<file path="config.mk">
export PLATFORM = sky130hd
export DESIGN_NAME = upsru_rem
export DESIGN_NICKNAME = d
export VERILOG_FILES = /design/src/upsru_pkg.sv /design/src/upsru_rem.sv
export SDC_FILE = /design/constraint.sdc
export NUM_CORES = 1
export LEC_CHECK = 0
export ABC_AREA = 0
export BUFFER_PORTS_ARGS = -buffer_cell sky130_fd_sc_hd__buf_2
export CAP_MARGIN = 40
export CORE_UTILIZATION = 45
export CTS_BUF_LIST = sky130_fd_sc_hd__clkbuf_2 sky130_fd_sc_hd__clkbuf_4 sky130_fd_sc_hd__clkbuf_8
export DETAILED_ROUTE_END_ITERATION = 6
export PLACE_DENSITY = 0.69
export SYNTH_ARGS = -nofsm -noshare
export SYNTH_HDL_FRONTEND = slang
export SYNTH_SLANG_ARGS = --single-unit
</file>
<file path="constraint.sdc">
create_clock -name clk -period 5.3 [get_ports clk]
set_input_delay 1.59 -clock clk [delete_from_list [all_inputs] [get_ports clk]]
set_output_delay 1.59 -clock clk [all_outputs]
set_load 0.05 [all_outputs]
</file>
<file path="src/upsru_pkg.sv">
// upsru_pkg: shared types, widths and codes of the unknown protocol report sampler
// used by upsru_cell, upsru_rem and the top level; no dependencies
package upsru_pkg;

  localparam int TABLE_ENTRIES = 64;
  localparam int COUNT_BITS    = 32;
  localparam int ANA_W         = 8;
  localparam int PROT_W        = 32;
  localparam int LEN_W         = 16;
  localparam int TIME_W        = 32;
  localparam int RATE_W        = 16;
  localparam int CFG_IDX_W     = 3;
  localparam int CFG_DATA_W    = 32;
  localparam int STATUS_W      = 2;

  localparam logic [COUNT_BITS-1:0] COUNT_MAX = '1;

  // register indexes
  localparam logic [CFG_IDX_W-1:0] REG_ENABLE    = 3'd0;
  localparam logic [CFG_IDX_W-1:0] REG_THRESHOLD = 3'd1;
  localparam logic [CFG_IDX_W-1:0] REG_RATE      = 3'd2;
  localparam logic [CFG_IDX_W-1:0] REG_WINDOW    = 3'd3;
  localparam logic [CFG_IDX_W-1:0] REG_LIMIT     = 3'd4;

  // result status codes
  localparam logic [STATUS_W-1:0] ST_OK   = 2'd0;
  localparam logic [STATUS_W-1:0] ST_FULL = 2'd1;
  localparam logic [STATUS_W-1:0] ST_TICK = 2'd2;

  // command broadcast to every cell
  typedef struct packed {
    logic              tick;
    logic              report;
    logic              any_hit;
    logic [ANA_W-1:0]  analyzer;
    logic [PROT_W-1:0] protocol;
    logic [TIME_W-1:0] now;
    logic [TIME_W-1:0] expiry;
  } cell_cmd_t;

  // search state handed from one cell to the next
  typedef struct packed {
    logic                  hit_seen;
    logic                  free_seen;
    logic [COUNT_BITS-1:0] count;
  } chain_t;

endpackage

</file>
<file path="src/upsru_rem.sv">
// upsru_rem: bit-serial remainder unit, one dividend bit per cycle
// depends on upsru_pkg
module upsru_rem (
  input  logic                             clk,
  input  logic                             rst,
  input  logic                             start,
  input  logic [upsru_pkg::COUNT_BITS-1:0] dividend,
  input  logic [upsru_pkg::RATE_W-1:0]     divisor,
  output logic                             busy,
  output logic                             done,
  output logic                             rem_zero
);

  localparam int CNT_W = $clog2(upsru_pkg::COUNT_BITS + 1);

  logic [upsru_pkg::COUNT_BITS-1:0] dvd;
  logic [upsru_pkg::RATE_W-1:0]     dsr;
  logic [upsru_pkg::RATE_W-1:0]     rem;
  logic [CNT_W-1:0]                 cnt;
  logic [upsru_pkg::RATE_W:0]       trial;

  assign trial    = {rem, dvd[upsru_pkg::COUNT_BITS-1]};
  assign rem_zero = (rem == '0);

  // control
  always_ff @(posedge clk) begin
    if (rst) begin
      busy <= 1'b0;
      done <= 1'b0;
      cnt  <= '0;
    end else begin
      done <= 1'b0;
      if (start) begin
        busy <= 1'b1;
        cnt  <= CNT_W'(upsru_pkg::COUNT_BITS);
      end else if (busy) begin
        cnt <= cnt - 1'b1;
        if (cnt == CNT_W'(1)) begin
          busy <= 1'b0;
          done <= 1'b1;
        end
      end
    end
  end

  // shift and subtract
  always_ff @(posedge clk) begin
    if (start) begin
      dvd <= dividend;
      dsr <= divisor;
      rem <= '0;
    end else if (busy) begin
      dvd <= dvd << 1;
      if (trial >= {1'b0, dsr}) begin
        rem <= upsru_pkg::RATE_W'(trial - {1'b0, dsr});
      end else begin
        rem <= trial[upsru_pkg::RATE_W-1:0];
      end
    end
  end

endmodule

</file>
==> impl_metrics.ini <==
[outcome]
status = complete, no violations

[global_route]
grt_pass1_vias = 2398
grt_max_degree = 63
track_usage = 0.174
antenna_found_initial = 0
grt_pass1_wl_um = 11500
grt_overflow = 0

[pwr]
clockPowerShare = 0.309
seqPwrFrac = 0.530
max-vdd-ir-drop_mv = 0.186
p_per_area_nw_per_um2 = 297
swShare = 0.271
p_leak_nw = 1.70
pwr-share-comb = 0.160
p_int_w = 0.000922
p_total_w = 0.00126
p_sw_w = 0.000343

[clock_network]
cts_setup_buffers = 0
cts_tree = yes
clock_sinks = 72
cts_resized = 0
clockBufferDepth = 2
clkTransAtPathRegs_ns = 0.07
h-tree-depth = 3
clkLatencyLatePin_ns = 0.35
ctsHoldBuffers = 0
cts-root-buf = clkbuf_8
cts_buffers = 9

[routing]
vias = 2622
post-route-drc-count = 0
wirelength_um = 6990
via_per_inst = 5.34
dr.pass1.iters = 4
drt_iter0_drc = 128
wire_per_inst_um = 14.2
ant_nets = 0

[synth]
synthArstFlopShare = 0
ys_warn_count = 0
synth_nets = 401
ys_ff_latch = 72
synth_edf_count = 48
avgSynthCellArea_um2 = 11.2
ys_types = 41
netlist_area_um2 = 3720
yosysSeqAreaShare = 0.517
ys.flop_type = edfxtp_1
postSynthCellCount = 331

[worst_setup_path]
critical_path.max_stage_delay_ns = 0.86
crit_path_cell_trace = buf_2
crit_required_ns = 3.71
arrival_ns = 1.61
path_class = flip-flop to output pin
critPathLaunchType = flip-flop
end_kind = output pin
reg2reg_from = dvd[31]$_DFFE_PP_
r2r_cells = 11
critPathLaunch = busy$_SDFF_PP0_
cp_max_fo = 24
slowest_stage = dfxtp_1
critical_path_depth = 1
r2r_slack_ns = 2.53
crit_buf_inv = 1
rr_endpoint = rem[12]$_SDFFE_PP0P_
path_delay_family = flip-flops
crit_path_end = busy

[sta]
timing.hold.ws_ns = 0.503
fmax_mhz = 312
worstMarginPinSlew_ns = 0.889
post-route-period-util = 0.605
final_hold_viol_count = 0
rsz0062_at_grt = no
relSlewSlack = 0.407
slew_violations = 0
period_minus_slack_ns = 3.20
finalSetupViolCount = 0
setup-tns-final_ns = 0
finClkSkew_ns = 0.0112

[layout]
finish.net_count = 454
final_common_cell = buf_2
antenna_cells = 0
drive_gt1_frac = 0.278
area_growth_pct = 14.6
utilization = 0.543
final_cell_mix = buf_2 (53), edfxtp_1 (48), mux2_2 (32)

[die]
start_util = 0.474
ioPinCount = 54
die-height_um = 92.9
die_w_um = 92.9
die-area_um2 = 8630
num_rows = 32
core_area_um2 = 7850

[placed_design]
io_buffers = 53
place_congestion = 0.875
dp_hpwl_um = 4860

[min_path]
hold_path_depth = 2
hp-class = flip-flop to flip-flop

[run]
cap_violations = 0
==> worst min path at each step <==
stage / start / endpoint
after floorplan: rem[13]$_SDFFE_PP0P_ / rem[13]$_SDFFE_PP0P_
after global placement: cnt[0]$_SDFFE_PP0P_ / cnt[0]$_SDFFE_PP0P_
after detailed placement: cnt[0]$_SDFFE_PP0P_ / cnt[0]$_SDFFE_PP0P_
after CTS: cnt[0]$_SDFFE_PP0P_ / cnt[0]$_SDFFE_PP0P_
after global routing: rem[13]$_SDFFE_PP0P_ / rem[13]$_SDFFE_PP0P_
final: cnt[0]$_SDFFE_PP0P_ / cnt[0]$_SDFFE_PP0P_
==> final cells by class <==
cell class / count / area (µm²)
clock inverter: 6 / 45.0
tap: 102 / 128
fill: 697 / 3590
multi-input combinational: 222 / 1640
sequential: 72 / 1920
inverter: 24 / 90.1
timing repair buffer: 55 / 300
clock buffer: 10 / 131
==> power by group through the flow <==
stage,Combinational (W),Clock (W),Sequential (W)
finish,0.000203,0.000391,0.000671
global route,0.000225,0.000428,0.000677
CTS,0.000204,0.000404,0.000671
detailed placement,0.000202,0,0.000684
global placement,0.000196,0,0.000683
floorplan,0.000150,0,0.000678
==> flip-flops by register name (all words and copies together), names as in the netlist <==
| name | cells |
|---|---|
| busy | 1 |
| cnt | 6 |
| done | 1 |
| dsr | 16 |
| dvd | 32 |
| rem | 16 |
==> synth_stat cells (all sizes together) (4+ instances only) <==
library cell / n / share of area
xnor2: 11 / 0.026
buf: 6 / 0.0098
xor2: 5 / 0.012
nand2: 23 / 0.023
nor2: 24 / 0.024
o21ai: 17 / 0.023
a31oi: 4 / 0.0067
a21oi: 15 / 0.020
dfxtp: 24 / 0.13
clkbuf: 7 / 0.0071
mux2i: 11 / 0.030
inv: 24 / 0.024
nor3: 6 / 0.0081
nand3: 8 / 0.011
nor4: 6 / 0.010
mux2: 32 / 0.097
ha: 18 / 0.061
edfxtp: 48 / 0.39
a211oi: 9 / 0.018
a21o: 5 / 0.010
==> metrics by stage <==
step                      worst slack [ns]  instances  area [µm²]
after floorplan                       2.20        331        3720
after global placement                2.02        474        4060
after detailed placement              2.10        475        4080
after CTS                             2.07        491        4260
after global routing                  1.96        491        4260
final                                 2.10        491        4260
==> cell families (layout without fill, tap and decap cells) <==
logic type               after synthesis  in the layout  share of synthesized area
flip-flops                            72             72                      0.517
AND/OR/NAND/NOR                       83             83                      0.108
buffers and inverters                 37             95                     0.0411
AO/OA/AOI/OAI                         61             61                      0.104
multiplexers                          43             43                      0.127
adder cells (fa/ha/maj)               19             19                     0.0660
XOR/XNOR                              16             16                     0.0377
==> layer usage <==
layer / wire (µm) / up-vias / GRT usage
met3: 332 / 6 / 0.0599
li1: - / 1319 / -
met4: 79 / 0 / 0.0615
met5: 0 / - / 0
met2: 3230 / 58 / 0.257
met1: 3340 / 1239 / 0.236
No activity file was read; power rests on OpenSTA's default activity.
