[config.mk]
export PLATFORM = sky130hd
export DESIGN_NAME = upsru_cell
export DESIGN_NICKNAME = d
export VERILOG_FILES = /design/src/upsru_pkg.sv /design/src/upsru_cell.sv
export SDC_FILE = /design/constraint.sdc
export NUM_CORES = 1
export LEC_CHECK = 0
export BUFFER_PORTS_ARGS = -buffer_cell sky130_fd_sc_hd__clkbuf_2
export CAP_MARGIN = 20
export CORE_AREA = 10 10 122 124
export DETAILED_ROUTE_END_ITERATION = 6
export DIE_AREA = 0 0 132 134
export PLACE_DENSITY = 0.71
export SKIP_CTS_REPAIR_TIMING = 1
export SLEW_MARGIN = 10
export SYNTH_ARGS = -nofsm -noshare
export SYNTH_HDL_FRONTEND = slang
export SYNTH_SLANG_ARGS = --single-unit
[constraint.sdc]
create_clock -name clk -period 3.98 [get_ports clk]
set_input_delay 0.796 -clock clk [delete_from_list [all_inputs] [get_ports clk]]
set_output_delay 0.796 -clock clk [all_outputs]
set_load 0.05 [all_outputs]
[src/upsru_pkg.sv]
// upsru_pkg: shared types, widths and codes of the unknown protocol report sampler
// used by upsru_cell, upsru_rem and the top level; no dependencies
package upsru_pkg;

  localparam int TABLE_ENTRIES = 64;
  localparam int COUNT_BITS    = 32;
  localparam int ANA_W         = 8;
  localparam int PROT_W        = 32;
  localparam int LEN_W         = 16;
  localparam int TIME_W        = 32;
  localparam int RATE_W        = 16;
  localparam int CFG_IDX_W     = 3;
  localparam int CFG_DATA_W    = 32;
  localparam int STATUS_W      = 2;

  localparam logic [COUNT_BITS-1:0] COUNT_MAX = '1;

  // register indexes
  localparam logic [CFG_IDX_W-1:0] REG_ENABLE    = 3'd0;
  localparam logic [CFG_IDX_W-1:0] REG_THRESHOLD = 3'd1;
  localparam logic [CFG_IDX_W-1:0] REG_RATE      = 3'd2;
  localparam logic [CFG_IDX_W-1:0] REG_WINDOW    = 3'd3;
  localparam logic [CFG_IDX_W-1:0] REG_LIMIT     = 3'd4;

  // result status codes
  localparam logic [STATUS_W-1:0] ST_OK   = 2'd0;
  localparam logic [STATUS_W-1:0] ST_FULL = 2'd1;
  localparam logic [STATUS_W-1:0] ST_TICK = 2'd2;

  // command broadcast to every cell
  typedef struct packed {
    logic              tick;
    logic              report;
    logic              any_hit;
    logic [ANA_W-1:0]  analyzer;
    logic [PROT_W-1:0] protocol;
    logic [TIME_W-1:0] now;
    logic [TIME_W-1:0] expiry;
  } cell_cmd_t;

  // search state handed from one cell to the next
  typedef struct packed {
    logic                  hit_seen;
    logic                  free_seen;
    logic [COUNT_BITS-1:0] count;
  } chain_t;

endpackage

[src/upsru_cell.sv]
// upsru_cell: one table entry of the sampler with its key compare and count update
// depends on upsru_pkg
module upsru_cell (
  input  logic               clk,
  input  logic               rst,
  input  upsru_pkg::cell_cmd_t cmd,
  input  upsru_pkg::chain_t  link_in,
  output upsru_pkg::chain_t  link_out
);

  logic                                valid;
  logic [upsru_pkg::ANA_W-1:0]         analyzer;
  logic [upsru_pkg::PROT_W-1:0]        protocol;
  logic [upsru_pkg::COUNT_BITS-1:0]    count;
  logic [upsru_pkg::TIME_W-1:0]        expiry;
  logic                                key_eq;
  logic                                sel_hit;
  logic                                sel_free;

  // lowest matching entry and lowest free entry win
  assign key_eq   = valid && (analyzer == cmd.analyzer) && (protocol == cmd.protocol);
  assign sel_hit  = key_eq && !link_in.hit_seen;
  assign sel_free = !valid && !link_in.free_seen;

  assign link_out.hit_seen  = link_in.hit_seen | key_eq;
  assign link_out.free_seen = link_in.free_seen | !valid;
  assign link_out.count     = link_in.count | (sel_hit ? count : '0);

  // valid bit
  always_ff @(posedge clk) begin
    if (rst) begin
      valid <= 1'b0;
    end else if (cmd.tick && valid && (cmd.now >= expiry)) begin
      valid <= 1'b0;
    end else if (cmd.report && sel_free && !cmd.any_hit) begin
      valid <= 1'b1;
    end
  end

  // entry payload
  always_ff @(posedge clk) begin
    if (cmd.report && sel_hit && (count != upsru_pkg::COUNT_MAX)) begin
      count <= count + 1'b1;
    end else if (cmd.report && sel_free && !cmd.any_hit) begin
      analyzer <= cmd.analyzer;
      protocol <= cmd.protocol;
      count    <= {{(upsru_pkg::COUNT_BITS-1){1'b0}}, 1'b1};
      expiry   <= cmd.expiry;
    end
  end

endmodule

==> impl_metrics.json, run 1 <==
{
  "status": "complete, no violations",
  "hold_depth": 1,
  "use_met1_pct": 17.2,
  "critPathBufInv": 3,
  "rows": 41,
  "initial_core_util_pct": 44.2,
  "hold_viol": 0,
  "layout_commonest_cell": "clkbuf_2",
  "worstHoldEndpoint": "expiry[3]",
  "synth.area.top_cells": "edfxtp_1 57%, ha_1 7.5%, xnor2_1 5.3%",
  "p_comb_share_pct": 11.8,
  "dp_cells": 798,
  "drtAntennaViolNets": 0,
  "fin_skew_ps": 9.45,
  "synth-edff-count": 104,
  "portBuffers": 176,
  "top_usage_layer": "met2",
  "cts_buffer_depth": 2,
  "yosysUniqueCellTypes": 44,
  "antenna_found_initial": 0,
  "start_kind": "input port",
  "clkTransAtPathRegs_ps": 70,
  "yosysTopAreaCell": "edfxtp_1",
  "reg2reg_from": "count[0]",
  "grt_max_degree": 44,
  "tightest_slew_ps": 642,
  "gp_congestion": 0.772,
  "place_hpwl_um": 10600,
  "tritoncts": "built",
  "nNetsFinal": 813,
  "totalWireLength_um": 13100,
  "avgSynthCellArea_um2": 12.2,
  "drive_gt1_share_pct": 33.3,
  "die_area_um2": 17700,
  "cpMostUsedCell": "clkbuf_2",
  "powerDensity_nw_per_um2": 356,
  "antennaDiodeCount": 0,
  "cp_top_family": "simple AND/OR/NAND/NOR gates",
  "vdd_drop_max_v": 0.000293,
  "drv_cap": 0,
  "insertion_delay_ps": 350,
  "worstHoldPathType": "in -> reg",
  "synth_seq_cells": 105,
  "grt_pass1_wl_um": 21400,
  "relSlewSlack_pct": 57.1,
  "internal_power_mw": 1.87,
  "ff2ff_path_depth": 8,
  "rrSetupSlack_ps": 1090,
  "netlist_instances": 453,
  "layout_common_cells": "176 x clkbuf_2, 104 x edfxtp_1, 49 x inv_1, 34 x a21o_1",
  "slowest_stage": "a2111o_1",
  "dr.first_iter.drc_count": 211,
  "crit_chain": "clkbuf_2 -> nor2b_1 -> a2111o_1 -> nor4_2 -> nand3_1 -> nor3_4 -> buf_12 -> a21o_1 -> clkbuf_2",
  "p_total_mw": 2.46,
  "track_usage_pct": 15.0,
  "grt_pass1_vias": 4410,
  "p_clk_share_pct": 36.7,
  "required_ps": 3180,
  "async_flop_share_pct": 0,
  "die-height_um": 134,
  "fin_setup_tns_ps": 0,
  "wl_per_cell_um": 16.1,
  "grt-ovfl-total": 0,
  "die_x_um": 132,
  "num_vias": 3991,
  "met3_usage_pct": 4.82,
  "swShare_pct": 24.1,
  "endpoint_kind": "output pin",
  "worstSetupPathType": "in -> out",
  "slew_viol_final": 0,
  "seq_area_frac_synth_pct": 57.1,
  "netlist_area_um2": 5500,
  "cp.arrival_ps": 2690,
  "power_switching_mw": 0.593,
  "leakage_nw": 3.03,
  "remaining_drc_errors": 0,
  "setup_viol": 0,
  "worstPathMaxFanout": 34,
  "fin_cells": 814,
  "holdWs_ps": 613,
  "area_growth_pct": 25.6,
  "synth_warnings": 0,
  "fmax_mhz": 286,
  "syn_nets": 629,
  "synthFlopType": "edfxtp_1",
  "pwr-share-seq_pct": 51.6,
  "ios": 177,
  "vias_per_cell": 4.90,
  "grtUsageMet2_pct": 25.3,
  "htreeDepth": 3,
  "max_stage_delay_ps": 390,
  "reg2reg_to": "count[6]",
  "rsz0062_at_grt": "no",
  "netlist.area_leader.share_pct": 56.7,
  "cts_inserted_buffers": 9,
  "ctsRootBufferMaster": "clkbuf_16",
  "period_share_pct": 87.7,
  "core_area_um2": 12500,
  "firstDrtPassIters": 4,
  "hp-start": "cmd[3]",
  "layout_min_cycle_time_ps": 3490,
  "cts_sinks": 105
}
==> per-layer routing <==
metal / part of all wire, % / vias to the layer above
li1: - / 2006
met1: 43 / 1855
met2: 49 / 111
met3: 6.0 / 19
met4: 2.0 / 0
met5: 0 / -
==> worst register-to-register path, delay by kind of cell, from the launching register on <==
| family | cells | cell delay, ps |
|---|---|---|
| AOI/OAI and AO/OA | 1 | 280 |
| adders and majority gates | 1 | 280 |
| buffers and inverters | 1 | 390 |
| DFF | 1 | 480 |
| and+or+nand+nor | 5 | 1100 |
==> how the worst max path moves through the flow <==
stage	depth (start not counted)	start	end
detailed placement	9	cmd[81]	link_out[14]
finish	9	cmd[81]	link_out[17]
floorplan	8	cmd[81]	count[0]
global route	9	cmd[81]	link_out[3]
global placement	9	cmd[81]	link_out[20]
CTS	9	cmd[81]	link_out[14]
==> cell usage after synthesis, drive strengths merged (2+ instances only) <==
library cell / count
a2111oi: 3
a22o: 2
nor2: 42
clkbuf: 3
a211oi: 2
a21oi: 15
nand2: 19
nand4: 18
o22ai: 4
nor4: 6
o21ai: 5
xor2: 23
xnor2: 33
and4: 4
inv: 50
edfxtp: 104
and3: 3
nand2b: 7
a21o: 34
nor2b: 4
nand3: 20
buf: 5
nor3: 2
ha: 33
==> kinds of logic after synthesis <==
| family | synth area share (%) |
|---|---|
| compound gates | 9.21 |
| xor+xnor | 8.91 |
| fa+ha+maj | 7.50 |
| buf+inv | 4.41 |
| flops | 57.1 |
| simple gates | 12.9 |
==> area by class of cell <==
type	instances	area [um^2]
Sequential cell	105	3140
Timing Repair Buffer	181	943
Clock inverter	6	70.1
Multi-Input combinational cell	290	2120
Fill cell	1111	5550
Inverter	50	188
Clock buffer	10	229
Tap cell	172	215
==> sequential cells by signal, indices dropped and copies added (netlist names) <==
register  count
count        32
expiry       32
protocol     32
analyzer      8
valid         1
==> power by group through the flow <==
stage	logic [mW]	clock network, mW	registers (mW)
global placement	0.282	0	1.29
finish	0.289	0.901	1.27
global route	0.318	0.970	1.27
floorplan	0.168	0	1.29
CTS	0.293	0.930	1.27
detailed placement	0.292	0	1.29
==> metrics by stage <==
step           utilization (%)  area (um^2)  setup slack [ps]
3_3_place_gp              53.1         6610               517
4_1_cts                   55.5         6910               463
6_report                  55.5         6910               490
5_1_grt                   55.5         6910               294
2_1_floorplan                -         5500               557
3_5_place_dp              53.1         6610               465
(Power assumes the default switching activity.)
==> run 2, diff against run 1 <==
CTS_BUF_LIST = sky130_fd_sc_hd__clkbuf_4   (was not set)
PLACE_DENSITY = 0.74   (was 0.71)
clock period = 2.9 ns   (was 3.98 ns; I/O delays follow)
==> impl_metrics.json, run 2 (synthesized netlist as in run 1, its figures left out) <==
{
  "status": "finished with violations",
  "violations": "setup timing",
  "tightest_slew_ps": 429,
  "fin_skew_ps": 23.3,
  "cts_buffer_depth": 2,
  "fill_cells": 1043,
  "core_area_um2": 12500,
  "drive_gt1_share_pct": 38.8,
  "fin_setup_tns_ps": -6490,
  "layout_commonest_cell": "clkbuf_2",
  "hp-start": "cmd[8]",
  "vdd_drop_max_v": 0.000297,
  "htreeDepth": 3,
  "layout_min_cycle_time_ps": 3120,
  "antenna_found_initial": 1,
  "vias_per_cell": 5.00,
  "hold_depth": 1,
  "initial_core_util_pct": 44.2,
  "gp_congestion": 0.823,
  "drtAntennaViolNets": 0,
  "rrSetupSlack_ps": 250,
  "cts_inserted_buffers": 9,
  "die_x_um": 132,
  "grt_pass1_vias": 4311,
  "wl_per_cell_um": 16.6,
  "grt_max_degree": 73,
  "grt-ovfl-total": 0,
  "tritoncts": "built",
  "use_met1_pct": 17.8,
  "start_kind": "flop",
  "worstSetupPathType": "reg -> out",
  "rsz0062_at_grt": "yes",
  "firstDrtPassIters": 4,
  "die-height_um": 134,
  "die_area_um2": 17700,
  "num_vias": 4100,
  "relSlewSlack_pct": 70.7,
  "clkTransAtPathRegs_ps": 170,
  "rows": 41,
  "setup_slack_ps": -221,
  "cp.arrival_ps": 2540,
  "endpoint_kind": "output pin",
  "worstHoldPathType": "in -> reg",
  "reg2reg_to": "count[16]",
  "dp_cells": 804,
  "worstPathMaxFanout": 34,
  "remaining_drc_errors": 0,
  "area_growth_pct": 33.3,
  "ctsRootBufferMaster": "clkbuf_4",
  "slew_viol_final": 0,
  "reg_top3": "count: 32 flops, expiry: 32 flops, protocol: 32 flops",
  "ff2ff_path_depth": 8,
  "setup_viol": 32,
  "met3_usage_pct": 4.11,
  "insertion_delay_ps": 470,
  "multiInputGateArea_um2": 2180,
  "grt_pass1_wl_um": 22100,
  "final-seq-area_um2": 3140,
  "top_usage_layer": "met2",
  "place_area_um2": 7200,
  "hold_viol": 0,
  "totalWireLength_um": 13600,
  "cts_sinks": 105,
  "required_ps": 2320,
  "p_total_mw": 2.93,
  "layout_common_cells": "143 x clkbuf_2, 104 x edfxtp_1, 49 x inv_1, 35 x buf_12",
  "portBuffers": 176,
  "worstHoldEndpoint": "expiry[8]",
  "dr.first_iter.drc_count": 189,
  "nNetsFinal": 819,
  "track_usage_pct": 15.4,
  "grtUsageMet2_pct": 26.6,
  "leakage_nw": 3.10,
  "fin_cells": 820,
  "fmax_mhz": 320,
  "drv_cap": 0,
  "powerDensity_nw_per_um2": 399,
  "final_area_um2": 7340,
  "reg2reg_from": "count[1]",
  "place_hpwl_um": 11000,
  "pre_cts_slack_ps": -57.0,
  "period_share_pct": 108,
  "ios": 177
}
run 2: power breakdown:
| group | internal [mW] | total (mW) | switching [mW] |
|---|---|---|---|
| registers | 1.71 | 1.74 | 0.0255 |
| logic | 0.249 | 0.499 | 0.250 |
| clock network | 0.184 | 0.693 | 0.509 |
| total | 2.15 | 2.93 | 0.785 |
run 2: per-layer routing:
layer	share of wire, %	routed length [um]
met1	40	5480
met2	51	6920
met3	7.0	955
met4	1.9	252
met5	0	0
run 2: critical path, cell delays in order, from the launching register on:
cell and delay [ps]:
edfxtp_1 440, xnor2_1 170, nand4_1 130, nor4_2 310, nand4_1 250, nor3_4 210
buf_12 220, a21o_1 180, buf_12 140
run 2: how the worst max path moves through the flow:
stage / from / endpoint / slack, ps / cells after the start
final: analyzer[0] / link_out[0] / -220 / 8
after global placement: cmd[81] / link_out[1] / -30 / 9
after CTS: protocol[4] / link_out[0] / -340 / 9
after global routing: analyzer[0] / link_out[31] / -420 / 8
after floorplan: cmd[81] / link_out[22] / 50 / 7
after detailed placement: cmd[79] / link_out[0] / -60 / 9
run 2: cell type report:
type | count | share of cell area (%)
tap | 172 | 2.93
clock inverter | 6 | 0.648
timing repair buffer | 187 | 20.3
sequential | 105 | 42.8
multi-input combinational | 290 | 29.7
inverter | 50 | 2.61
antenna | 1 | 0.0341
clock buffer | 9 | 0.921
run 2: stage by stage:
step	utilization, %	hold WS (ps)
finish	58.8	261
CTS	58.7	226
floorplan	-	594
global placement	57.8	640
global route	58.8	221
detailed placement	57.8	645
==> run 3, diff against run 2 <==
==> constraint.sdc (replaced) <==
create_clock -name clk -period 2.9 [get_ports clk]
set_input_delay 0.58 -clock clk [delete_from_list [all_inputs] [get_ports clk]]
set_output_delay 0.58 -clock clk [all_outputs]
set_load 0.02 [all_outputs]
==> impl_metrics.json, run 3 (synthesized netlist as in run 1, its figures left out) <==
{
  "gp_congestion": 0.830,
  "firstDrtPassIters": 4,
  "status": "finished with violations",
  "tritoncts": "built",
  "insertion_delay_ps": 470,
  "start_kind": "flop",
  "powerDensity_nw_per_um2": 412,
  "required_ps": 2320,
  "place_hpwl_um": 10600,
  "remaining_drc_errors": 0,
  "hold_viol": 0,
  "cp.arrival_ps": 2540,
  "totalWireLength_um": 14000,
  "reg2reg_from": "count[1]",
  "grt-ovfl-total": 0,
  "rrSetupSlack_ps": 210,
  "dr.first_iter.drc_count": 182,
  "drtAntennaViolNets": 0,
  "met3_usage_pct": 3.66,
  "ios": 177,
  "layout_min_cycle_time_ps": 3120,
  "fin_skew_ps": 19.9,
  "initial_core_util_pct": 44.2,
  "top_usage_layer": "met2",
  "rsz0062_at_grt": "yes",
  "leakage_nw": 3.09,
  "setup_slack_ps": -222,
  "endpoint_kind": "output pin",
  "tightest_slew_ps": 428,
  "htreeDepth": 3,
  "die_x_um": 132,
  "hold_depth": 1,
  "vdd_drop_max_v": 0.000308,
  "use_met1_pct": 17.5,
  "reg2reg_to": "count[12]",
  "nNetsFinal": 825,
  "rows": 41,
  "drive_gt1_share_pct": 35.0,
  "period_share_pct": 108,
  "num_vias": 4119,
  "drv_cap": 0,
  "ff2ff_path_depth": 8,
  "die-height_um": 134,
  "crit_end": "link_out[14]",
  "fmax_mhz": 320,
  "ctsRootBufferMaster": "clkbuf_4",
  "grt_pass1_wl_um": 21300,
  "die_area_um2": 17700,
  "clkTransAtPathRegs_ps": 180,
  "cts_inserted_buffers": 9,
  "antenna_found_initial": 1,
  "relSlewSlack_pct": 70.7,
  "holdWs_ps": 272,
  "slew_viol_final": 0,
  "reg_top3": "count: 32 flops, expiry: 32 flops, protocol: 32 flops",
  "worstSetupPathType": "reg -> out",
  "area_growth_pct": 29.6,
  "portBuffers": 176,
  "layout_common_cells": "143 x clkbuf_2, 104 x edfxtp_1, 49 x inv_1, 34 x a21o_1",
  "worstSetupStartpoint": "protocol[28]",
  "grt_max_degree": 73,
  "worstHoldPathType": "in -> reg",
  "cts_sinks": 105,
  "vias_per_cell": 4.98,
  "setup_viol": 32,
  "layout_commonest_cell": "clkbuf_2",
  "grt_pass1_vias": 4304,
  "worstPathMaxFanout": 17,
  "cts_buffer_depth": 2,
  "grtUsageMet2_pct": 25.5,
  "wl_per_cell_um": 16.9,
  "fin_setup_tns_ps": -6520,
  "violations": "setup timing",
  "core_area_um2": 12500,
  "track_usage_pct": 14.9
}
-- run 3: metrics by stage --
step,instance area (um^2),setup slack [ps],utilization (%),total power [mW],cells
after floorplan,5520,129,-,1.94,453
final,7140,-222,57.2,2.94,827
after CTS,6850,-329,54.9,2.94,820
after detailed placement,6700,-68.2,53.7,2.13,804
after global placement,6700,-7.07,53.7,2.11,804
after global routing,7140,-429,57.2,3.07,827
-- run 3: final cells by class --
| class | instances | area [um^2] |
|---|---|---|
| fillers | 1061 | 5330 |
| flip-flops and latches | 105 | 3140 |
| multi-input cells | 290 | 2140 |
| repair buffers | 193 | 1290 |
| well taps | 172 | 215 |
| inverters | 50 | 191 |
| clock inverters | 7 | 82.6 |
| clock buffers | 9 | 67.6 |
| diodes | 1 | 2.50 |
-- run 3: metal layers --
metal | wire (um) | part of all wire [%]
met5 | 0 | 0
met4 | 332 | 2.4
met3 | 737 | 5.3
met2 | 6950 | 50
met1 | 5970 | 43
-- run 3: how the worst min path moves through the flow --
stage / from / to / slack (ps)
floorplan: count[22] / count[22] / 590
CTS: cmd[3] / expiry[3] / 220
global placement: count[19] / count[19] / 640
finish: cmd[11] / expiry[11] / 270
global route: cmd[8] / expiry[8] / 230
detailed placement: count[19] / count[19] / 640
-- run 3: report_power, final --
| part | total, mW | switching [mW] | internal (mW) |
|---|---|---|---|
| registers | 1.74 | 0.0246 | 1.71 |
| clock network | 0.813 | 0.532 | 0.281 |
| logic | 0.388 | 0.188 | 0.200 |
| total | 2.94 | 0.745 | 2.19 |
-- run 3: worst max-delay path, cell delays in order (launching register included) --
cell and delay, ps:
edfxtp_1 430, xnor2_1 180, nand4_1 150, nor4_2 250, nand4_1 130, buf_4 190, nor3_4 200, buf_6 130
buf_12 140, a21o_1 150, buf_6 120
